==> config.mk <==
export PLATFORM = sky130hd
export DESIGN_NAME = sha256_byte_stream_hasher
export DESIGN_NICKNAME = d
export VERILOG_FILES = /design/src/sha_pkg.sv /design/src/sha256_byte_stream_hasher.sv /design/src/sha_core.sv
export SDC_FILE = /design/constraint.sdc
export NUM_CORES = 2
export LEC_CHECK = 0
export BUFFER_PORTS_ARGS = -buffer_cell sky130_fd_sc_hd__clkbuf_2
export CAP_MARGIN = 20
export CELL_PAD_IN_SITES_DETAIL_PLACEMENT = 1
export CELL_PAD_IN_SITES_GLOBAL_PLACEMENT = 2
export CORE_ASPECT_RATIO = 1.75
export CORE_MARGIN = 1
export CORE_UTILIZATION = 25
export CTS_CLUSTER_SIZE = 25
export DETAILED_ROUTE_END_ITERATION = 12
export PLACE_DENSITY_LB_ADDON = 0.1
export SETUP_SLACK_MARGIN = 0.5
export SLEW_MARGIN = 5
export SYNTH_ARGS = -nofsm -noshare
export SYNTH_HDL_FRONTEND = slang
export SYNTH_SLANG_ARGS = --single-unit
==> constraint.sdc <==
create_clock -name clk -period 36.2 [get_ports clk]
set_input_delay 7.24 -clock clk [delete_from_list [all_inputs] [get_ports clk]]
set_output_delay 7.24 -clock clk [all_outputs]
set_load 0.01 [all_outputs]
==> src/sha_pkg.sv <==
`timescale 1ns / 1ps
`default_nettype none
// -----------------------------------------------------------------------------
// sha_pkg
// Shared types and constants of the SHA-256 byte stream hasher: round
// constants, initial hash, sequencer states and the core control bundle.
// -----------------------------------------------------------------------------
package sha_pkg;

	localparam int unsigned WORD_W   = 32;
	localparam int unsigned ROUNDS   = 64;
	localparam int unsigned BLK_WORDS = 16;
	localparam int unsigned HASH_WORDS = 8;

	localparam logic [7:0] PAD_BYTE = 8'h80;

	localparam logic [WORD_W-1:0] K_TABLE [ROUNDS] = '{
		32'h428a2f98, 32'h71374491, 32'hb5c0fbcf, 32'he9b5dba5,
		32'h3956c25b, 32'h59f111f1, 32'h923f82a4, 32'hab1c5ed5,
		32'hd807aa98, 32'h12835b01, 32'h243185be, 32'h550c7dc3,
		32'h72be5d74, 32'h80deb1fe, 32'h9bdc06a7, 32'hc19bf174,
		32'he49b69c1, 32'hefbe4786, 32'h0fc19dc6, 32'h240ca1cc,
		32'h2de92c6f, 32'h4a7484aa, 32'h5cb0a9dc, 32'h76f988da,
		32'h983e5152, 32'ha831c66d, 32'hb00327c8, 32'hbf597fc7,
		32'hc6e00bf3, 32'hd5a79147, 32'h06ca6351, 32'h14292967,
		32'h27b70a85, 32'h2e1b2138, 32'h4d2c6dfc, 32'h53380d13,
		32'h650a7354, 32'h766a0abb, 32'h81c2c92e, 32'h92722c85,
		32'ha2bfe8a1, 32'ha81a664b, 32'hc24b8b70, 32'hc76c51a3,
		32'hd192e819, 32'hd6990624, 32'hf40e3585, 32'h106aa070,
		32'h19a4c116, 32'h1e376c08, 32'h2748774c, 32'h34b0bcb5,
		32'h391c0cb3, 32'h4ed8aa4a, 32'h5b9cca4f, 32'h682e6ff3,
		32'h748f82ee, 32'h78a5636f, 32'h84c87814, 32'h8cc70208,
		32'h90befffa, 32'ha4506ceb, 32'hbef9a3f7, 32'hc67178f2
	};

	localparam logic [WORD_W-1:0] IV_TABLE [HASH_WORDS] = '{
		32'h6a09e667, 32'hbb67ae85, 32'h3c6ef372, 32'ha54ff53a,
		32'h510e527f, 32'h9b05688c, 32'h1f83d9ab, 32'h5be0cd19
	};

	typedef enum logic [4:0] {
		S_IDLE  = 5'b00001,
		S_PAD   = 5'b00010,
		S_ROUND = 5'b00100,
		S_FOLD  = 5'b01000,
		S_OUT   = 5'b10000
	} seq_state_t;

	typedef struct packed {
		logic              shift_en;   // push a packed message word
		logic [WORD_W-1:0] shift_word;
		logic              start;      // load working vars from chain hash
		logic              step;       // run one round
		logic [5:0]        rnd;        // round index for the constant
		logic              fold;       // add working vars into chain hash
		logic              reinit;     // reload initial hash
	} core_ctrl_t;

endpackage
`default_nettype wire

==> src/sha256_byte_stream_hasher.sv <==
`timescale 1ns / 1ps
`default_nettype none
// -----------------------------------------------------------------------------
// sha256_byte_stream_hasher
// SHA-256 over a byte stream: packs bytes into 512-bit blocks, pads on the
// closing item and returns the digest as eight 32-bit words.
// -----------------------------------------------------------------------------
//  channel | handshake            | payload
//  --------+----------------------+-----------------------------------------
//  msg     | msg_valid, msg_stall | message_byte, byte_present, end_of_message
//  dig     | dig_valid, dig_stall | digest_word, word_index, digest_done
//
// A byte item is taken when msg_valid is high and msg_stall low. Each 64th
// byte starts a compression (load, 64 rounds on the shared round unit,
// fold), during which no new bytes are taken. A closing item feeds the pad
// bytes one per cycle (up to 64 per block, 72 in all when the length field
// spills into a second block), runs one or two compressions and then
// offers eight digest words, one per cycle when dig_stall stays low.
// msg_stall is high whenever the sequencer is not idle. Reset loads the
// initial hash and clears the byte count; no clearing pass is needed.
// -----------------------------------------------------------------------------
module sha256_byte_stream_hasher (
	input  wire         clk,
	input  wire         arst_n,
	input  wire         msg_valid,
	output logic        msg_stall,
	input  wire  [7:0]  message_byte,
	input  wire         byte_present,
	input  wire         end_of_message,
	output logic        dig_valid,
	input  wire         dig_stall,
	output logic [31:0] digest_word,
	output logic [2:0]  word_index,
	output logic        digest_done
);
	import sha_pkg::*;

	seq_state_t  state_q;
	logic [5:0]  pos_q;       // byte position inside the current block
	logic [60:0] total_q;     // message bytes so far
	logic [63:0] len_q;       // bit length, shifted out a byte at a time
	logic [23:0] acc_q;       // earlier bytes of the word being packed
	logic [5:0]  rnd_q;
	logic        pad_q;       // message is closing
	logic        pad_first_q; // next pad byte is the 0x80 marker
	logic        len_ok_q;    // length field fits in the current block
	logic        final_q;     // running compression is the last one
	logic [2:0]  out_cnt_q;
	logic        out_valid_q;
	logic [31:0] out_word_q;
	logic [2:0]  out_idx_q;
	logic        out_done_q;

	logic        msg_acc;
	logic        pack_en;
	logic [7:0]  pack_byte;
	logic        len_ok_eff;
	logic        use_len;
	logic        block_full;
	logic        out_load;
	logic [60:0] total_inc;
	logic [31:0] chain_word;
	core_ctrl_t  ctrl;

	assign msg_stall = (state_q != S_IDLE);
	assign msg_acc   = msg_valid && !msg_stall;
	assign total_inc = total_q + 61'(byte_present);

	// pick the byte to pack: message byte when idle; in padding the marker first, then zeros, then the length field
	always_comb begin
		len_ok_eff = pad_first_q ? (pos_q < 6'd56) : len_ok_q;
		use_len    = !pad_first_q && len_ok_q && (pos_q[5:3] == 3'b111);
		unique case (state_q)
			S_IDLE: begin
				pack_en   = msg_acc && byte_present;
				pack_byte = message_byte;
			end
			S_PAD: begin
				pack_en   = 1'b1;
				pack_byte = pad_first_q ? PAD_BYTE : (use_len ? len_q[63:56] : 8'h00);
			end
			default: begin
				pack_en   = 1'b0;
				pack_byte = message_byte;
			end
		endcase
		block_full = pack_en && (pos_q == 6'd63);
		out_load   = (state_q == S_OUT) && (!out_valid_q || !dig_stall);
	end

	always_comb begin
		ctrl.shift_en   = pack_en && (pos_q[1:0] == 2'b11);
		ctrl.shift_word = {acc_q, pack_byte};
		ctrl.start      = block_full;
		ctrl.step       = (state_q == S_ROUND);
		ctrl.rnd        = rnd_q;
		ctrl.fold       = (state_q == S_FOLD);
		ctrl.reinit     = out_load && (out_cnt_q == 3'd7);
	end

	sha_core u_core (
		.clk     (clk),
		.arst_n  (arst_n),
		.ctrl    (ctrl),
		.rd_idx  (out_cnt_q),
		.rd_word (chain_word)
	);

	// byte packer: hold up to three bytes until the word is complete
	always_ff @(posedge clk) begin
		if (pack_en) begin
			acc_q <= {acc_q[15:0], pack_byte};
		end
	end

	always_ff @(posedge clk) begin
		if (msg_acc && end_of_message) begin
			len_q <= {total_inc, 3'b000};
		end else if (state_q == S_PAD && use_len) begin
			len_q <= {len_q[55:0], 8'h00};
		end
	end

	always_ff @(posedge clk) begin
		if (out_load) begin
			out_word_q <= chain_word;
			out_idx_q  <= out_cnt_q;
			out_done_q <= (out_cnt_q == 3'd7);
		end
	end

	// sequencer
	always_ff @(posedge clk or negedge arst_n) begin
		if (!arst_n) begin
			state_q     <= S_IDLE;
			pos_q       <= '0;
			total_q     <= '0;
			rnd_q       <= '0;
			pad_q       <= 1'b0;
			pad_first_q <= 1'b0;
			len_ok_q    <= 1'b0;
			final_q     <= 1'b0;
			out_cnt_q   <= '0;
			out_valid_q <= 1'b0;
		end else begin
			if (pack_en) begin
				pos_q <= pos_q + 6'd1;
			end
			if (out_load) begin
				out_valid_q <= 1'b1;
			end else if (!dig_stall) begin
				out_valid_q <= 1'b0;
			end
			unique case (state_q)
				S_IDLE: begin
					if (msg_acc) begin
						total_q     <= end_of_message ? '0 : total_inc;
						pad_q       <= end_of_message;
						pad_first_q <= end_of_message;
						final_q     <= 1'b0;
						rnd_q       <= '0;
						if (block_full) begin
							state_q <= S_ROUND;
						end else if (end_of_message) begin
							state_q <= S_PAD;
						end
					end
				end
				S_PAD: begin
					pad_first_q <= 1'b0;
					len_ok_q    <= len_ok_eff;
					if (pos_q == 6'd63) begin
						// block done: the next one always has room for the length
						final_q  <= len_ok_eff;
						len_ok_q <= 1'b1;
						rnd_q    <= '0;
						state_q  <= S_ROUND;
					end
				end
				S_ROUND: begin
					rnd_q <= rnd_q + 6'd1;
					if (rnd_q == 6'd63) begin
						state_q <= S_FOLD;
					end
				end
				S_FOLD: begin
					if (final_q) begin
						out_cnt_q <= '0;
						state_q   <= S_OUT;
					end else if (pad_q) begin
						state_q <= S_PAD;
					end else begin
						state_q <= S_IDLE;
					end
				end
				S_OUT: begin
					if (out_load) begin
						out_cnt_q <= out_cnt_q + 3'd1;
						if (out_cnt_q == 3'd7) begin
							pad_q   <= 1'b0;
							final_q <= 1'b0;
							state_q <= S_IDLE;
						end
					end
				end
				default: begin
					state_q <= S_IDLE;
				end
			endcase
		end
	end

	assign dig_valid   = out_valid_q;
	assign digest_word = out_word_q;
	assign word_index  = out_idx_q;
	assign digest_done = out_done_q;

endmodule
`default_nettype wire

==> src/sha_core.sv <==
`timescale 1ns / 1ps
`default_nettype none
// -----------------------------------------------------------------------------
// sha_core
// One SHA-256 round per cycle while step is set, over a 16-word schedule
// window, with the working variables and the chaining hash.
// -----------------------------------------------------------------------------
module sha_core (
	input  wire                      clk,
	input  wire                      arst_n,
	input  sha_pkg::core_ctrl_t      ctrl,
	input  wire  [2:0]               rd_idx,
	output logic [sha_pkg::WORD_W-1:0] rd_word
);
	import sha_pkg::*;

	logic [WORD_W-1:0] w_q     [BLK_WORDS];
	logic [WORD_W-1:0] v_q     [HASH_WORDS];
	logic [WORD_W-1:0] chain_q [HASH_WORDS];

	logic [WORD_W-1:0] w_new;
	logic [WORD_W-1:0] t1;
	logic [WORD_W-1:0] t2;
	logic [WORD_W-1:0] x1;
	logic [WORD_W-1:0] x14;
	logic [WORD_W-1:0] va;
	logic [WORD_W-1:0] ve;

	// schedule word and round terms t1, t2 from the small and big sigma functions
	always_comb begin
		x1  = w_q[1];
		x14 = w_q[14];
		va  = v_q[0];
		ve  = v_q[4];
		w_new = w_q[0] + w_q[9]
			+ ({x1[6:0], x1[31:7]} ^ {x1[17:0], x1[31:18]} ^ {3'b000, x1[31:3]})
			+ ({x14[16:0], x14[31:17]} ^ {x14[18:0], x14[31:19]}
				^ {10'd0, x14[31:10]});
		t1 = v_q[7]
			+ ({ve[5:0], ve[31:6]} ^ {ve[10:0], ve[31:11]} ^ {ve[24:0], ve[31:25]})
			+ ((ve & v_q[5]) ^ (~ve & v_q[6]))
			+ K_TABLE[ctrl.rnd] + w_q[0];
		t2 = ({va[1:0], va[31:2]} ^ {va[12:0], va[31:13]} ^ {va[21:0], va[31:22]})
			+ ((va & v_q[1]) ^ (va & v_q[2]) ^ (v_q[1] & v_q[2]));
	end

	// schedule window: shift toward w_q[0]
	always_ff @(posedge clk) begin
		if (ctrl.shift_en || ctrl.step) begin
			for (int i = 0; i < BLK_WORDS - 1; i++) begin
				w_q[i] <= w_q[i+1];
			end
			w_q[BLK_WORDS-1] <= ctrl.shift_en ? ctrl.shift_word : w_new;
		end
	end

	always_ff @(posedge clk) begin
		if (ctrl.start) begin
			for (int i = 0; i < HASH_WORDS; i++) begin
				v_q[i] <= chain_q[i];
			end
		end else if (ctrl.step) begin
			v_q[7] <= v_q[6];
			v_q[6] <= v_q[5];
			v_q[5] <= v_q[4];
			v_q[4] <= v_q[3] + t1;
			v_q[3] <= v_q[2];
			v_q[2] <= v_q[1];
			v_q[1] <= v_q[0];
			v_q[0] <= t1 + t2;
		end
	end

	always_ff @(posedge clk or negedge arst_n) begin
		if (!arst_n) begin
			for (int i = 0; i < HASH_WORDS; i++) begin
				chain_q[i] <= IV_TABLE[i];
			end
		end else if (ctrl.reinit) begin
			for (int i = 0; i < HASH_WORDS; i++) begin
				chain_q[i] <= IV_TABLE[i];
			end
		end else if (ctrl.fold) begin
			for (int i = 0; i < HASH_WORDS; i++) begin
				chain_q[i] <= chain_q[i] + v_q[i];
			end
		end
	end

	assign rd_word = chain_q[rd_idx];

endmodule
`default_nettype wire
==> metrics.csv <==
metric,value,unit
clkPwrFrac,0.162,
routabilityCongestion,0.886,
drtAntennaViolNets,0,
synth.area.mux_share,0.0355,
clk-insertion-delay-late,0.85,ns
p_leak,33.0,nW
pwr-share-comb,0.630,
grt_overflow_total,0,
synth_edf_count,889,
fin_crit,11.49,ns
dp_hpwl,236000,µm
grt_max_degree,205,
maxSlewViolCount,0,
placed_area,79700,µm²
hold_depth,0,
antenna_found_initial,9,
post_synth_num_cell_types,99,
rows,265,
cp_slowest_cell,buf_4,
clkSinkCount,1231,
path_buf_inv,8,
avgSynthCellArea,10.6,µm²
final.setup_skew,0.0661,ns
crit_required,36.60,ns
synth_top_family_by_area,compound AO/OA/AOI/OAI gates,
core_area,297000,µm²
ys_ff_latch,1231,
post_cts_buffers,0,
synth-seq-area-share,0.474,
clockBufferDepth,4,
cts_tree,yes,
dr_total_vias,54500,
place_ws,22.84,ns
die_w,415,µm
finish.utilization,0.284,
fin_setup_tns,0,ns
vias_per_cell,4.93,
mostFrequentLayoutCells,"nand2_1 (1116), edfxtp_1 (889), o21ai_0 (511), a21oi_1 (481), nor2_1 (414)",
drt-total-wl,313000,µm
max_stage_delay,0.87,ns
status,"complete, no violations",
worst_setup_path_start_kind,primary input,
drtPass1Iterations,5,
timing.final.crit_share,0.318,
synth-async-reset-ratio,0.278,
setup_viol_count_final,0,
post_cts_resized,0,
hold_viol_final,0,
crit_chain,clkbuf_2 -> inv_1 -> nor2_2 -> buf_4 -> a21oi_1 -> inv_1 -> nand2_1 -> buf_16 -> nand2_4 -> buf_4 -> buf_16 -> buf_4,
first_iter_violations,2750,
die_h,725,µm
synth_compound_area_frac,0.141,
layout_commonest_cell,nand2_1,
grt_pass1_vias,60000,
cts_buffers,152,
yosysWarnings,0,
grt_pass1_wl,444000,µm
syn2layout_area_growth,13.3,%
power.switching,4.59,mW
p_per_area,114,nW/µm²
stdcell_area,84600,µm²
worstSetupPathType,primary input to flop,
synthXorXnorAreaFrac,0.0730,
setup_slack,24.71,ns
cts_hold_buf,0,
fmax,87.0,MHz
nets,7671,
start_util,0.251,
setup.worst_path.end_class,flop,
syn-num-nets,7670,
synth-simple-area-share,0.123,
path_delay_family,buffers and inverters,
fillCellCount,33000,
critical_path_arrival,11.90,ns
ys.flop_type,edfxtp_1,
drive_gt1_frac,0.103,
critical_path.most_common_cell,buf_4,
synth_area,74700,µm²
clk_pin_slew_worst_paths,0.06,ns
switching_share,0.477,
root_buffer,clkbuf_16,
cap_violations,0,
h-tree-depth,4,
tightest_slew,1.20,ns
intPower,5.03,mW
hold_class,flop to flop,
die_area,301000,µm²
ir_worst_vdd,0.0000735,V
synth_fa_ha_area_frac,0.121,
wire_per_inst,28.3,µm
reg2regPathDepth,37,
path_max_fanout,87,
io_buffers,51,
grt_use_total,0.205,
finalPower,9.62,mW
slew_headroom,0.200,
seqPwrFrac,0.208,
grt_setup_unrepaired,no,
postSynthCellCount,7066,
drcViolationCount,0,
ios,52,
crit_cells,12,
-- worst register-to-register path, delay by kind of cell, from the launching register on --
family,cells,cell delay [ns]
AO/OA/AOI/OAI,16,3.26
AND/OR/NAND/NOR,5,1.71
adder cells (fa/ha/maj),8,3.54
buffers and inverters,7,1.54
XOR/XNOR,1,0.41
flip-flops,1,0.81
-- kinds of logic (layout without fill, tap and decap cells) --
group | count (synthesis) | count (layout)
DFF | 1231 | 1231
AOI/OAI and AO/OA | 1701 | 1701
adders and majority gates | 612 | 612
buffers and inverters | 630 | 747
other | 0 | 2
muxes | 170 | 170
xor gates and xnor gates | 622 | 622
and+or+nand+nor | 2100 | 2100
-- cell type report --
class | count | area (µm²) | share of cell area
diodes | 2 | 5.00 | 0.0000592
flip-flops and latches | 1231 | 35400 | 0.419
well taps | 3871 | 4840 | 0.0573
clock inverters | 73 | 692 | 0.00818
clock buffers | 197 | 4140 | 0.0489
multi-input cells | 5205 | 37000 | 0.437
repair buffers | 186 | 1380 | 0.0163
inverters | 291 | 1090 | 0.0129
-- sequential cells by signal, indices dropped and copies added (netlist names), 3 cells and up --
name and flops:
acc_q 24, digest_word 32, len_q 61, out_cnt_q 3, pos_q 6, rnd_q 6
state_q 5, total_q 61, u_core.chain_q 256, u_core.v_q 256, u_core.w_q 512, word_index 3
-- synth_stat cells, drive strengths merged, types with 42 or more instances --
library cell | instances | share of area
nand2 | 1120 | 0.056
edfxtp | 889 | 0.36
o21ai | 517 | 0.035
a21oi | 482 | 0.032
nor2 | 418 | 0.021
xnor2 | 401 | 0.047
ha | 395 | 0.066
clkbuf | 296 | 0.015
inv | 290 | 0.015
xor2 | 221 | 0.026
dfrtp | 205 | 0.069
fa | 195 | 0.052
a21o | 166 | 0.017
dfstp | 137 | 0.048
nor3 | 125 | 0.0086
nand3 | 121 | 0.0083
mux4 | 70 | 0.021
nand2b | 62 | 0.0052
a31oi | 61 | 0.0051
o21a | 60 | 0.0060
mux2 | 59 | 0.0089
a211oi | 43 | 0.0043
buf | 43 | 0.0024
nor2b | 42 | 0.0035
or3 | 42 | 0.0036
-- path summary, 6_finish.rpt --
check | start | to | slack (ns)
max | msg_valid | u_core.w_q[0][156] | 24.71
max in group asynchronous | arst_n | u_core.chain_q[193] | 26.43
min in group asynchronous | arst_n | total_q[12] | 6.41
min | u_core.w_q[0][186] | u_core.w_q[0][154] | 0.39
max reg2reg | rnd_q[1] | u_core.v_q[0][30] | 24.80
min reg2reg | u_core.w_q[0][186] | u_core.w_q[0][154] | 0.39
-- layer usage --
layer | up-vias | part of all wire | global-route usage
met1 | 28000 | 0.35 | 0.203
met5 | - | 0 | 0
met4 | 0 | 0.059 | 0.106
met2 | 757 | 0.57 | 0.415
li1 | 25200 | - | -
met3 | 476 | 0.020 | 0.0176
-- per-stage QoR --
step           std cells  hold slack, ns
5_1_grt            11100           0.398
6_report           11100           0.385
2_1_floorplan       7066           0.400
4_1_cts            11100           0.386
3_5_place_dp       10800           0.405
3_3_place_gp       10800           0.400
-- power by group through the flow --
stage / clock [mW] / sequential [mW] / combinational (mW)
after floorplan: 0 / 2.04 / 4.13
after global placement: 0 / 2.04 / 6.06
after detailed placement: 0 / 2.04 / 6.09
after CTS: 1.63 / 2.02 / 6.14
after global routing: 1.66 / 2.03 / 6.71
final: 1.56 / 2.01 / 6.06
Note: power is estimated with default switching activity, not from simulation.
